## config.mk

```make
export PLATFORM = sky130hd
export DESIGN_NAME = wildcard_pattern_matcher
export DESIGN_NICKNAME = d
export VERILOG_FILES = /design/src/rtl/wpm_pkg.sv /design/src/rtl/wpm_match_array.sv /design/src/rtl/wildcard_pattern_matcher.sv
export SDC_FILE = /design/constraint.sdc
export NUM_CORES = 1
export LEC_CHECK = 0
export ABC_CLOCK_PERIOD_IN_PS = 8850
export BUFFER_PORTS_ARGS = -buffer_cell sky130_fd_sc_hd__buf_2
export CORE_AREA = 4 4 250 252
export CTS_BUF_LIST = sky130_fd_sc_hd__clkbuf_16
export DETAILED_ROUTE_END_ITERATION = 10
export DIE_AREA = 0 0 254 256
export PLACE_DENSITY = 0.74
export SLEW_MARGIN = 20
export SYNTH_ARGS = -nofsm -noshare
export SYNTH_HDL_FRONTEND = slang
export SYNTH_SLANG_ARGS = --single-unit
```

## constraint.sdc

```tcl
create_clock -name clk -period 8.85 [get_ports clk]
set_input_delay 0.885 -clock clk [delete_from_list [all_inputs] [get_ports clk]]
set_output_delay 0.885 -clock clk [all_outputs]
set_load 0.05 [all_outputs]
```

## src/rtl/wpm_pkg.sv

```systemverilog
// Shared types and constants of the wildcard pattern matcher.
package wpm_pkg;

    localparam int SYMBOL_W = 8;
    localparam int INDEX_W  = 6;
    localparam int POS_W    = 32;
    localparam int CFG_W    = 7;

    localparam logic [SYMBOL_W-1:0] WILDCARD = 8'd63;

    localparam logic FUNC_PATTERN = 1'b0;
    localparam logic FUNC_TEXT    = 1'b1;

    typedef struct packed {
        logic                write;
        logic                step;
        logic [INDEX_W-1:0]  index;
        logic [SYMBOL_W-1:0] symbol;
    } wpm_ctrl_t;

endpackage

```

## src/rtl/wpm_match_array.sv

```systemverilog
// Pattern store, per-position compare lanes and the shift-and partial match vector.
module wpm_match_array
    import wpm_pkg::*;
#(
    parameter int MAX_PATTERN = 64,
    parameter int IDX_W       = 6
)
(
    input  logic             clk,
    input  logic             rst_n,
    input  wpm_ctrl_t        ctrl,
    input  logic [IDX_W-1:0] tail_sel,
    output logic             tail_hit
);

    logic [SYMBOL_W-1:0]    store_reg [MAX_PATTERN];
    logic [MAX_PATTERN-1:0] vec_reg;
    logic [MAX_PATTERN-1:0] vec_next;
    logic [MAX_PATTERN-1:0] hit;

    genvar i;
    generate
        for (i = 0; i < MAX_PATTERN; i++)
        begin : g_lane
            always_ff @(posedge clk)
            begin
                if (ctrl.write && (32'(ctrl.index) == i))
                begin
                    store_reg[i] <= ctrl.symbol;
                end
            end

            assign hit[i] = (store_reg[i] == WILDCARD) || (store_reg[i] == ctrl.symbol);

            if (i == 0)
            begin : g_head
                assign vec_next[i] = hit[i];
            end
            else
            begin : g_body
                assign vec_next[i] = vec_reg[i-1] & hit[i];
            end
        end
    endgenerate

    always_ff @(posedge clk or negedge rst_n)
    begin
        if (!rst_n)
        begin
            vec_reg <= '0;
        end
        else if (ctrl.write)
        begin
            vec_reg <= '0;
        end
        else if (ctrl.step)
        begin
            vec_reg <= vec_next;
        end
    end

    assign tail_hit = vec_next[tail_sel];

endmodule

```

## src/rtl/wildcard_pattern_matcher.sv

```systemverilog
// Top level of the wildcard pattern matcher: handshakes, position counter and result register.
//
//   channel  | signals                                   | moves
//   ---------+-------------------------------------------+------------------------------
//   in       | in_valid, in_ready, func, pattern_index,  | one pattern byte or text byte
//            | symbol                                    |
//   out      | out_valid, out_ready, match_position      | one match start position
//   cfg      | cfg_we, cfg_data                          | pattern_length, no wait
//
// An accepted item sits in the input register, and the compare stage between that register
// and the result register finishes it when the input stage moves on, so a result is offered
// once its text byte has passed both registers; one item is taken every cycle while no result
// waits downstream. The parallel compare lanes form a single stage.
// Reset clears the partial match vector, the position counter and the length
// register; pattern bytes are undefined until written. A stalled result holds the
// input register, and a new item is still taken while the result register drains.
module wildcard_pattern_matcher
    import wpm_pkg::*;
#(
    parameter int MAX_PATTERN = 64
)
(
    input  logic                clk,
    input  logic                rst_n,

    input  logic                cfg_we,
    input  logic [CFG_W-1:0]    cfg_data,

    input  logic                in_valid,
    output logic                in_ready,
    input  logic                func,
    input  logic [INDEX_W-1:0]  pattern_index,
    input  logic [SYMBOL_W-1:0] symbol,

    output logic                out_valid,
    input  logic                out_ready,
    output logic [POS_W-1:0]    match_position
);

    // Index width into the vector and width of the clamped length.
    localparam int IDX_W = (MAX_PATTERN > 1) ? $clog2(MAX_PATTERN) : 1;
    localparam int LEN_W = $clog2(MAX_PATTERN + 1);

    // Configuration register.
    logic [CFG_W-1:0]    pattern_length_reg;

    // Input register.
    logic                s1_valid_reg;
    logic                s1_func_reg;
    logic [INDEX_W-1:0]  s1_index_reg;
    logic [SYMBOL_W-1:0] s1_symbol_reg;

    // Text position and result register.
    logic [POS_W-1:0]    pos_reg;
    logic [POS_W-1:0]    pos_next;
    logic                out_valid_reg;
    logic                out_valid_next;
    logic [POS_W-1:0]    match_position_reg;
    logic [POS_W-1:0]    match_position_next;

    logic                in_accept;
    logic                s1_go;
    logic                write_ok;
    logic                text_go;
    logic                fire;
    logic [LEN_W-1:0]    len;
    logic [IDX_W-1:0]    tail_sel;
    logic                tail_hit;
    wpm_ctrl_t           ctrl;

    // The input stage moves on whenever the result register is empty or being
    // taken, so the block only stalls while a result waits downstream.
    assign s1_go     = s1_valid_reg && (!out_valid_reg || out_ready);
    assign in_ready  = !s1_valid_reg || s1_go;
    assign in_accept = in_valid && in_ready;

    always_ff @(posedge clk or negedge rst_n)
    begin
        if (!rst_n)
        begin
            pattern_length_reg <= '0;
        end
        else if (cfg_we)
        begin
            pattern_length_reg <= cfg_data;
        end
    end

    always_ff @(posedge clk or negedge rst_n)
    begin
        if (!rst_n)
        begin
            s1_valid_reg <= 1'b0;
        end
        else if (in_ready)
        begin
            s1_valid_reg <= in_valid;
        end
    end

    always_ff @(posedge clk)
    begin
        if (in_accept)
        begin
            s1_func_reg   <= func;
            s1_index_reg  <= pattern_index;
            s1_symbol_reg <= symbol;
        end
    end

    // A pattern write outside the store is dropped entirely, clearing nothing.
    assign write_ok = s1_go && (s1_func_reg == FUNC_PATTERN)
                      && (32'(s1_index_reg) < MAX_PATTERN);
    assign text_go  = s1_go && (s1_func_reg == FUNC_TEXT);

    assign ctrl.write  = write_ok;
    assign ctrl.step   = text_go;
    assign ctrl.index  = s1_index_reg;
    assign ctrl.symbol = s1_symbol_reg;

    // Lengths beyond the store act as the full store.
    always_comb
    begin
        if (32'(pattern_length_reg) > MAX_PATTERN)
        begin
            len = LEN_W'(MAX_PATTERN);
        end
        else
        begin
            len = LEN_W'(pattern_length_reg);
        end
    end

    assign tail_sel = IDX_W'(len - LEN_W'(1));

    wpm_match_array #(
        .MAX_PATTERN (MAX_PATTERN),
        .IDX_W       (IDX_W)
    ) u_array (
        .clk      (clk),
        .rst_n    (rst_n),
        .ctrl     (ctrl),
        .tail_sel (tail_sel),
        .tail_hit (tail_hit)
    );

    // A zero length reports every text byte at its own index; otherwise a hit on
    // the last pattern position reports the window start.
    assign fire = text_go && ((len == '0) || tail_hit);

    always_comb
    begin
        if (len == '0)
        begin
            match_position_next = pos_reg;
        end
        else
        begin
            match_position_next = pos_reg - POS_W'(tail_sel);
        end
    end

    always_comb
    begin
        pos_next = pos_reg;
        if (write_ok)
        begin
            pos_next = '0;
        end
        else if (text_go)
        begin
            pos_next = pos_reg + POS_W'(1);
        end
    end

    assign out_valid_next = (out_valid_reg && !out_ready) || fire;

    always_ff @(posedge clk or negedge rst_n)
    begin
        if (!rst_n)
        begin
            pos_reg       <= '0;
            out_valid_reg <= 1'b0;
        end
        else
        begin
            pos_reg       <= pos_next;
            out_valid_reg <= out_valid_next;
        end
    end

    always_ff @(posedge clk)
    begin
        if (fire)
        begin
            match_position_reg <= match_position_next;
        end
    end

    assign out_valid      = out_valid_reg;
    assign match_position = match_position_reg;

endmodule

```

; ---- Word level (Yosys, flattened, before mapping)
; Memory sizes are Yosys's and may differ from the RTL's.
; Index checks and enable logic that the tools add are counted.
; W data, S select, Z words.
[totals]
n_memories = 1
inputBits = 27
out_inout_bits = 34
elab_cells = 802
ram_bits = 512
ff_bits = 151
[op_classes]
n_mux = 325
n_reduce_logical = 207
n_addsub = 3
order_cmp = 2
bitwise = 64
n_eq_ne = 191
[mem_list]
columns = name, words, width, read_ports, rd_clocked_by_memory_dff, wr, line_no
row1 = u_array.store_reg, 64, 8, 64, 0, 1, wpm_match_array.sv:16  ; logic [SYMBOL_W-1:0] store_reg [MAX_PATTERN];
[ops]
columns = op, n
row1 = $eq A8 B6 Y1 const B, 64
row2 = $eq A8 B8 Y1, 64
row3 = $mux W8, 63
row4 = $reduce_or A8 Y1, 63
row5 = $mux W6, 63
row6 = $eq A6 B6 Y1 const B, 32
row7 = $mux W1, 192
row8 = $mux W63, 2
row9 = $eq A6 B5 Y1 const B, 16
row10 = $mux W32, 3
row11 = $logic_and A1 B1 Y1, 70
row12 = $logic_or A1 B1 Y1, 68
row13 = $and A1 B1 Y1, 63
row14 = $eq A6 B4 Y1 const B, 8
row15 = $add A32 B1 Y32 const B, 1
row16 = $sub A32 B6 Y32, 1
row17 = $eq A6 B3 Y1 const B, 4
row18 = $eq A6 B2 Y1 const B, 2
row19 = $gt A7 B7 Y1 const B, 1
row20 = $logic_not A7 Y1, 1
row21 = $lt A6 B7 Y1 const B, 1
row22 = $mux W7, 1
row23 = $bmux W1 S6, 1
row24 = $eq A6 B1 Y1 const B, 1
row25 = 5 further kinds, 7

; ---- Depth between registers and ports, before layout
[logic_depth]
word_depth = 71
depth_mapped = 19
mapped_depth_nobuf = 15

; ---- Hierarchy
; A second synthesis with hierarchy kept.
[unflattened]
cells_unflattened = 2389
hier_area_um2 = 31228.7
[modules_own_cells]
columns = mod, cells_per_inst, area_each_um2, n_inst, seq_area_each_um2
row1 = wpm_match_array, 1972, 26559.2, 1, 16951.3
row2 = wildcard_pattern_matcher, 417, 4669.5, 1, 2437.3

; ---- Worst setup path before layout
; OpenSTA, ideal clock, no wires.
[synth_timing]
path_type = register to register
start = reg pattern_length_reg[6]
end = reg match_position_reg[28], in the netlist match_position[28], data pin
setup_ps = 260
arrival_time_ps = 3936
t_required_ps = 8590
path_stages_with_launch = 20
setup_slack_ps = 4653
period_less_slack_ps = 4197
path_buffers = 4
path_cell_list = dfrtp_1 clkbuf_1 nor2b_1 inv_2 buf_1 ha_1 xnor2_1 inv_2 clkbuf_1 clkbuf_1 ha_1 nand2_1 nand2_1 a21oi_1 nor2b_1 o21ai_1 nand3_2 nor4_4 nand2_1 xnor2_1
[synth_between]
elab_chain_cells = 5
word_cells_on_any_way = 6
cone_classes = add/sub: 2 / order compare: 1 / mux: 2 / reduce/logical: 1
[synth_lines]
columns = item, line_no
row1 = start: declaration, wildcard_pattern_matcher.sv:45  ; logic [CFG_W-1:0] pattern_length_reg;
row2 = start signal: assignment, wildcard_pattern_matcher.sv:85  ; pattern_length_reg <= cfg_data;
row3 = $gt A7 B7 Y1, wildcard_pattern_matcher.sv:124  ; if (32'(pattern_length_reg) > MAX_PATTERN)
row4 = $mux W7 *, wildcard_pattern_matcher.sv:124
row5 = $sub A6 B1 Y6, wildcard_pattern_matcher.sv:134  ; assign tail_sel = IDX_W'(len - LEN_W'(1));
row6 = $sub A32 B6 Y32, wildcard_pattern_matcher.sv:159  ; match_position_next = pos_reg - POS_W'(tail_sel);
row7 = $mux W32 *, wildcard_pattern_matcher.sv:153  ; if (len == '0)
row8 = net match_position_next[28], wildcard_pattern_matcher.sv:59  ; logic [POS_W-1:0] match_position_next;
row9 = end signal: assignment, wildcard_pattern_matcher.sv:196  ; match_position_reg <= match_position_next;
row10 = end: declaration, wildcard_pattern_matcher.sv:58  ; logic [POS_W-1:0] match_position_reg;
; The timed path passes the listed nets; every way through them passes the cells marked *.
; A chain may end at the register's enable or synchronous reset.

; ---- Worst setup path after layout
; Same ends and word-level chain as after synthesis.

==> flow_summary_export.csv <==
group,metric,value,unit
run_status,status,"complete, no violations",
finish,layout_common_cells,"559 x edfxtp_1, 504 x xnor2_1, 196 x nand4_1",
clock_tree,post_cts_resized,0,
synthesis,synth_warnings,0,
drt,via_per_inst,5.86,
sta,setup_viol,0,
floorplanning,core,60100,sq um
sta,worstMarginPinSlew,1.04,ns
setup_path,cp-end-kind,"register",
drt,routed-wl-met3,4440,microns
clock_tree,post_cts_buffers,0,
global_route,grt_pass1_wl,103000,microns
sta,finalCritPeriodShare,0.562,
sta,relSlewSlack,0.297,
pwr,swShare,0.232,
placed_design,place.gp.congestion,0.926,
run,drv_cap,0,
clock_tree,worst_skew_pair.late_latency,0.61,ns
sta,fin_setup_tns,0,ns
clock_tree,cts.htree.levels,3,
floorplanning,ios,61,
global_route,overflow,0,
finish,largest_reg_flops,512,
drt,drc_errors,0,
synthesis,synth_fp_nets,2294,
pwr,powerDensity,207,nW/um^2
pwr,ir_worst_vdd,0.163,mV
synthesis,syn_inst,2257,
finish,syn_to_final_growth,11.0,%
floorplanning,initial_core_util,0.498,
clock_tree,clockBufferDepth,3,
pwr,p_sw,0.00160,W
sta,min_period,4.97,ns
setup_path,cp_cell_sequence,"nor2b_1 > buf_4 > inv_2 > ha_1 > xnor2_2 > inv_2 > ha_1 > nand2_1 > nand2_1 > a21oi_1 > nor2b_1 > o21ai_1 > nand3_2 > nor4_4 > nand2_1 > xnor2_1",
drt,ant_nets,0,
global_route,grt_antenna_before_repair,0,
clock_tree,cts_inserted_buffers,68,
synthesis,syn_area_per_cell,13.3,sq um
sta,hold_viol,0,
hold_path,min_path_type,"in -> async",
synthesis,synthFlopType,"edfxtp_1",
setup_path,cp_slowest_stage_delay,0.79,ns
finish,final_core_util,0.553,
finish,final_common_cell,"edfxtp_1",
drt,vias,18386,
synthesis,synthDistinctLibCells,57,
synthesis,synth_edf_count,559,
clock_tree,root_buffer,"clkbuf_16",
setup_path,crit_path_frequent_cell,"nand2_1",
drt,wl_met2,31400,microns
setup_path,start_kind,"register",
setup_path,critPathSlowestCell,"xnor2_2",
floorplanning,fp.dieW,254,microns
synthesis,ys_async_sr_fraction,0.157,
floorplanning,rows,90,
global_route,first_global_vias,18616,
setup_path,crit_fanout,30,
setup_path,critPathArrivalTime,5.30,ns
drt,dr.first_iter.drc_count,1464,
setup_path,worst-setup-path-type,"reg -> reg",
floorplanning,die_h,256,microns
synthesis,syn_area,30000,sq um
sta,max_freq,201,MHz
drt,routed_wl,65300,microns
drt,wl_per_cell,20.8,microns
pwr,p_int,0.00528,W
sta,slew_violations,0,
pwr,clockPowerShare,0.405,
placed_design,portBuffers,60,
drt,wl_met1,27600,microns
clock_tree,hold_buffers,0,
finish,drive_above_1_share,0.0828,
global_route,grtUsageTotal,0.199,
synthesis,ys_seq_area_frac,0.647,
drt,top_layer_used,"met4",
finish,fin_nets,2339,
global_route,grt_max_degree,129,
placed_design,dpl.hpwl,38500,microns
finish,fillers,4781,
clock_tree,cts_tree,"done",
pwr,leakage,10.5,nW
floorplanning,die_area,65000,sq um
sta,fin_skew,0.0285,ns
sta,rsz0062_at_grt,"no",
drt,drt_first_pass_iters,5,
pwr,seqPwrFrac,0.506,
clock_tree,clkTransAtPathRegs,0.06,ns
pwr,pwr-share-comb,0.089,
synthesis,ys_seq_elements,663,
setup_path,cp.required,9.18,ns
clock_tree,clkSinkCount,663,
cell type report:
cell class	instances	area (sq um)	area share
clock buffer	71	1780	0.0534
timing repair buffer	77	531	0.0160
antenna	1	2.50	0.0000752
multi-input combinational	1479	10100	0.304
inverter	13	48.8	0.00147
tap	782	978	0.0294
clock inverter	53	422	0.0127
sequential	663	19400	0.583
cells in the mapped netlist, drive strengths merged, types with 2 or more instances:
library cell	n	area, sq um
o2111ai	9	78.8
a21oi	14	70.1
or3	7	48.8
dfrtp	104	2600
a221oi	4	35.0
nor4b	2	17.5
nor3	11	55.1
and4	2	17.5
a31oi	2	12.5
mux2i	4	40.0
mux2	7	78.8
a21boi	5	37.5
o21ai	112	561
nand3	38	200
o31ai	5	37.5
nor4	48	330
nor2b	7	43.8
and2	3	18.8
nor2	155	589
ha	9	113
a32oi	5	43.8
a22o	2	17.5
xor2	61	534
o211ai	6	45.0
nand3b	2	15.0
inv	13	48.8
nand2	164	616
or4	34	263
nand4	196	1230
clkbuf	46	173
nand2b	9	56.3
buf	56	268
xnor2	505	4420
a32o	30	300
edfxtp	559	16800
and3	9	56.3
power groups by stage:
stage          combinational (W)  clock [W]  sequential (W)
6_report                0.000610    0.00279         0.00348
5_1_grt                 0.000666    0.00297         0.00348
4_1_cts                 0.000610    0.00283         0.00348
3_5_place_dp            0.000607          0         0.00354
3_3_place_gp            0.000588          0         0.00354
2_1_floorplan           0.000391          0         0.00358
metal layers:
metal  vias up  global-route usage
li1       8416                   -
met3       130              0.0379
met1      9181               0.269
met5         -                   0
met2       659               0.334
met4         0              0.0546
critical path, delay by kind of cell (launching register included):
family / cells / cell delay (ns)
xor+xnor: 2 / 0.94
buf+inv: 3 / 0.88
flops: 1 / 0.49
simple gates: 7 / 1.03
fa+ha+maj: 2 / 0.79
compound gates: 2 / 0.53
cell families after synthesis:
logic type / share of synthesized area
adders and majority gates: 0.00443
muxes: 0.00397
AOI/OAI and AO/OA: 0.0439
buffers and inverters: 0.0163
and+or+nand+nor: 0.119
DFF: 0.647
xor gates and xnor gates: 0.165
per-stage QoR:
step	area (sq um)	setup slack [ns]	instances	power, W	hold WS, ns
floorplan	30000	4.65	2257	0.00397	0.444
global placement	31100	4.27	3014	0.00413	0.462
detailed placement	31100	4.08	3014	0.00415	0.470
CTS	33300	4.02	3138	0.00692	0.256
global route	33300	3.55	3138	0.00712	0.282
finish	33300	3.88	3139	0.00688	0.262
worst paths after layout:
path | cells past startpoint | endpoint | from | slack (ns)
min in group clk | 1 | s1_symbol_reg[7] | symbol[7] | 0.46
max reg2reg | 16 | match_position[28] | pattern_length_reg[6] | 3.88
max | 16 | match_position[28] | pattern_length_reg[6] | 3.88
max in group asynchronous | 2 | u_array.vec_reg[15] | rst_n | 7.34
min reg2reg | 2 | u_array.vec_reg[51] | u_array.vec_reg[51] | 0.48
min | 1 | pos_reg[16] | rst_n | 0.26
Note: power is estimated with default switching activity, not from simulation.
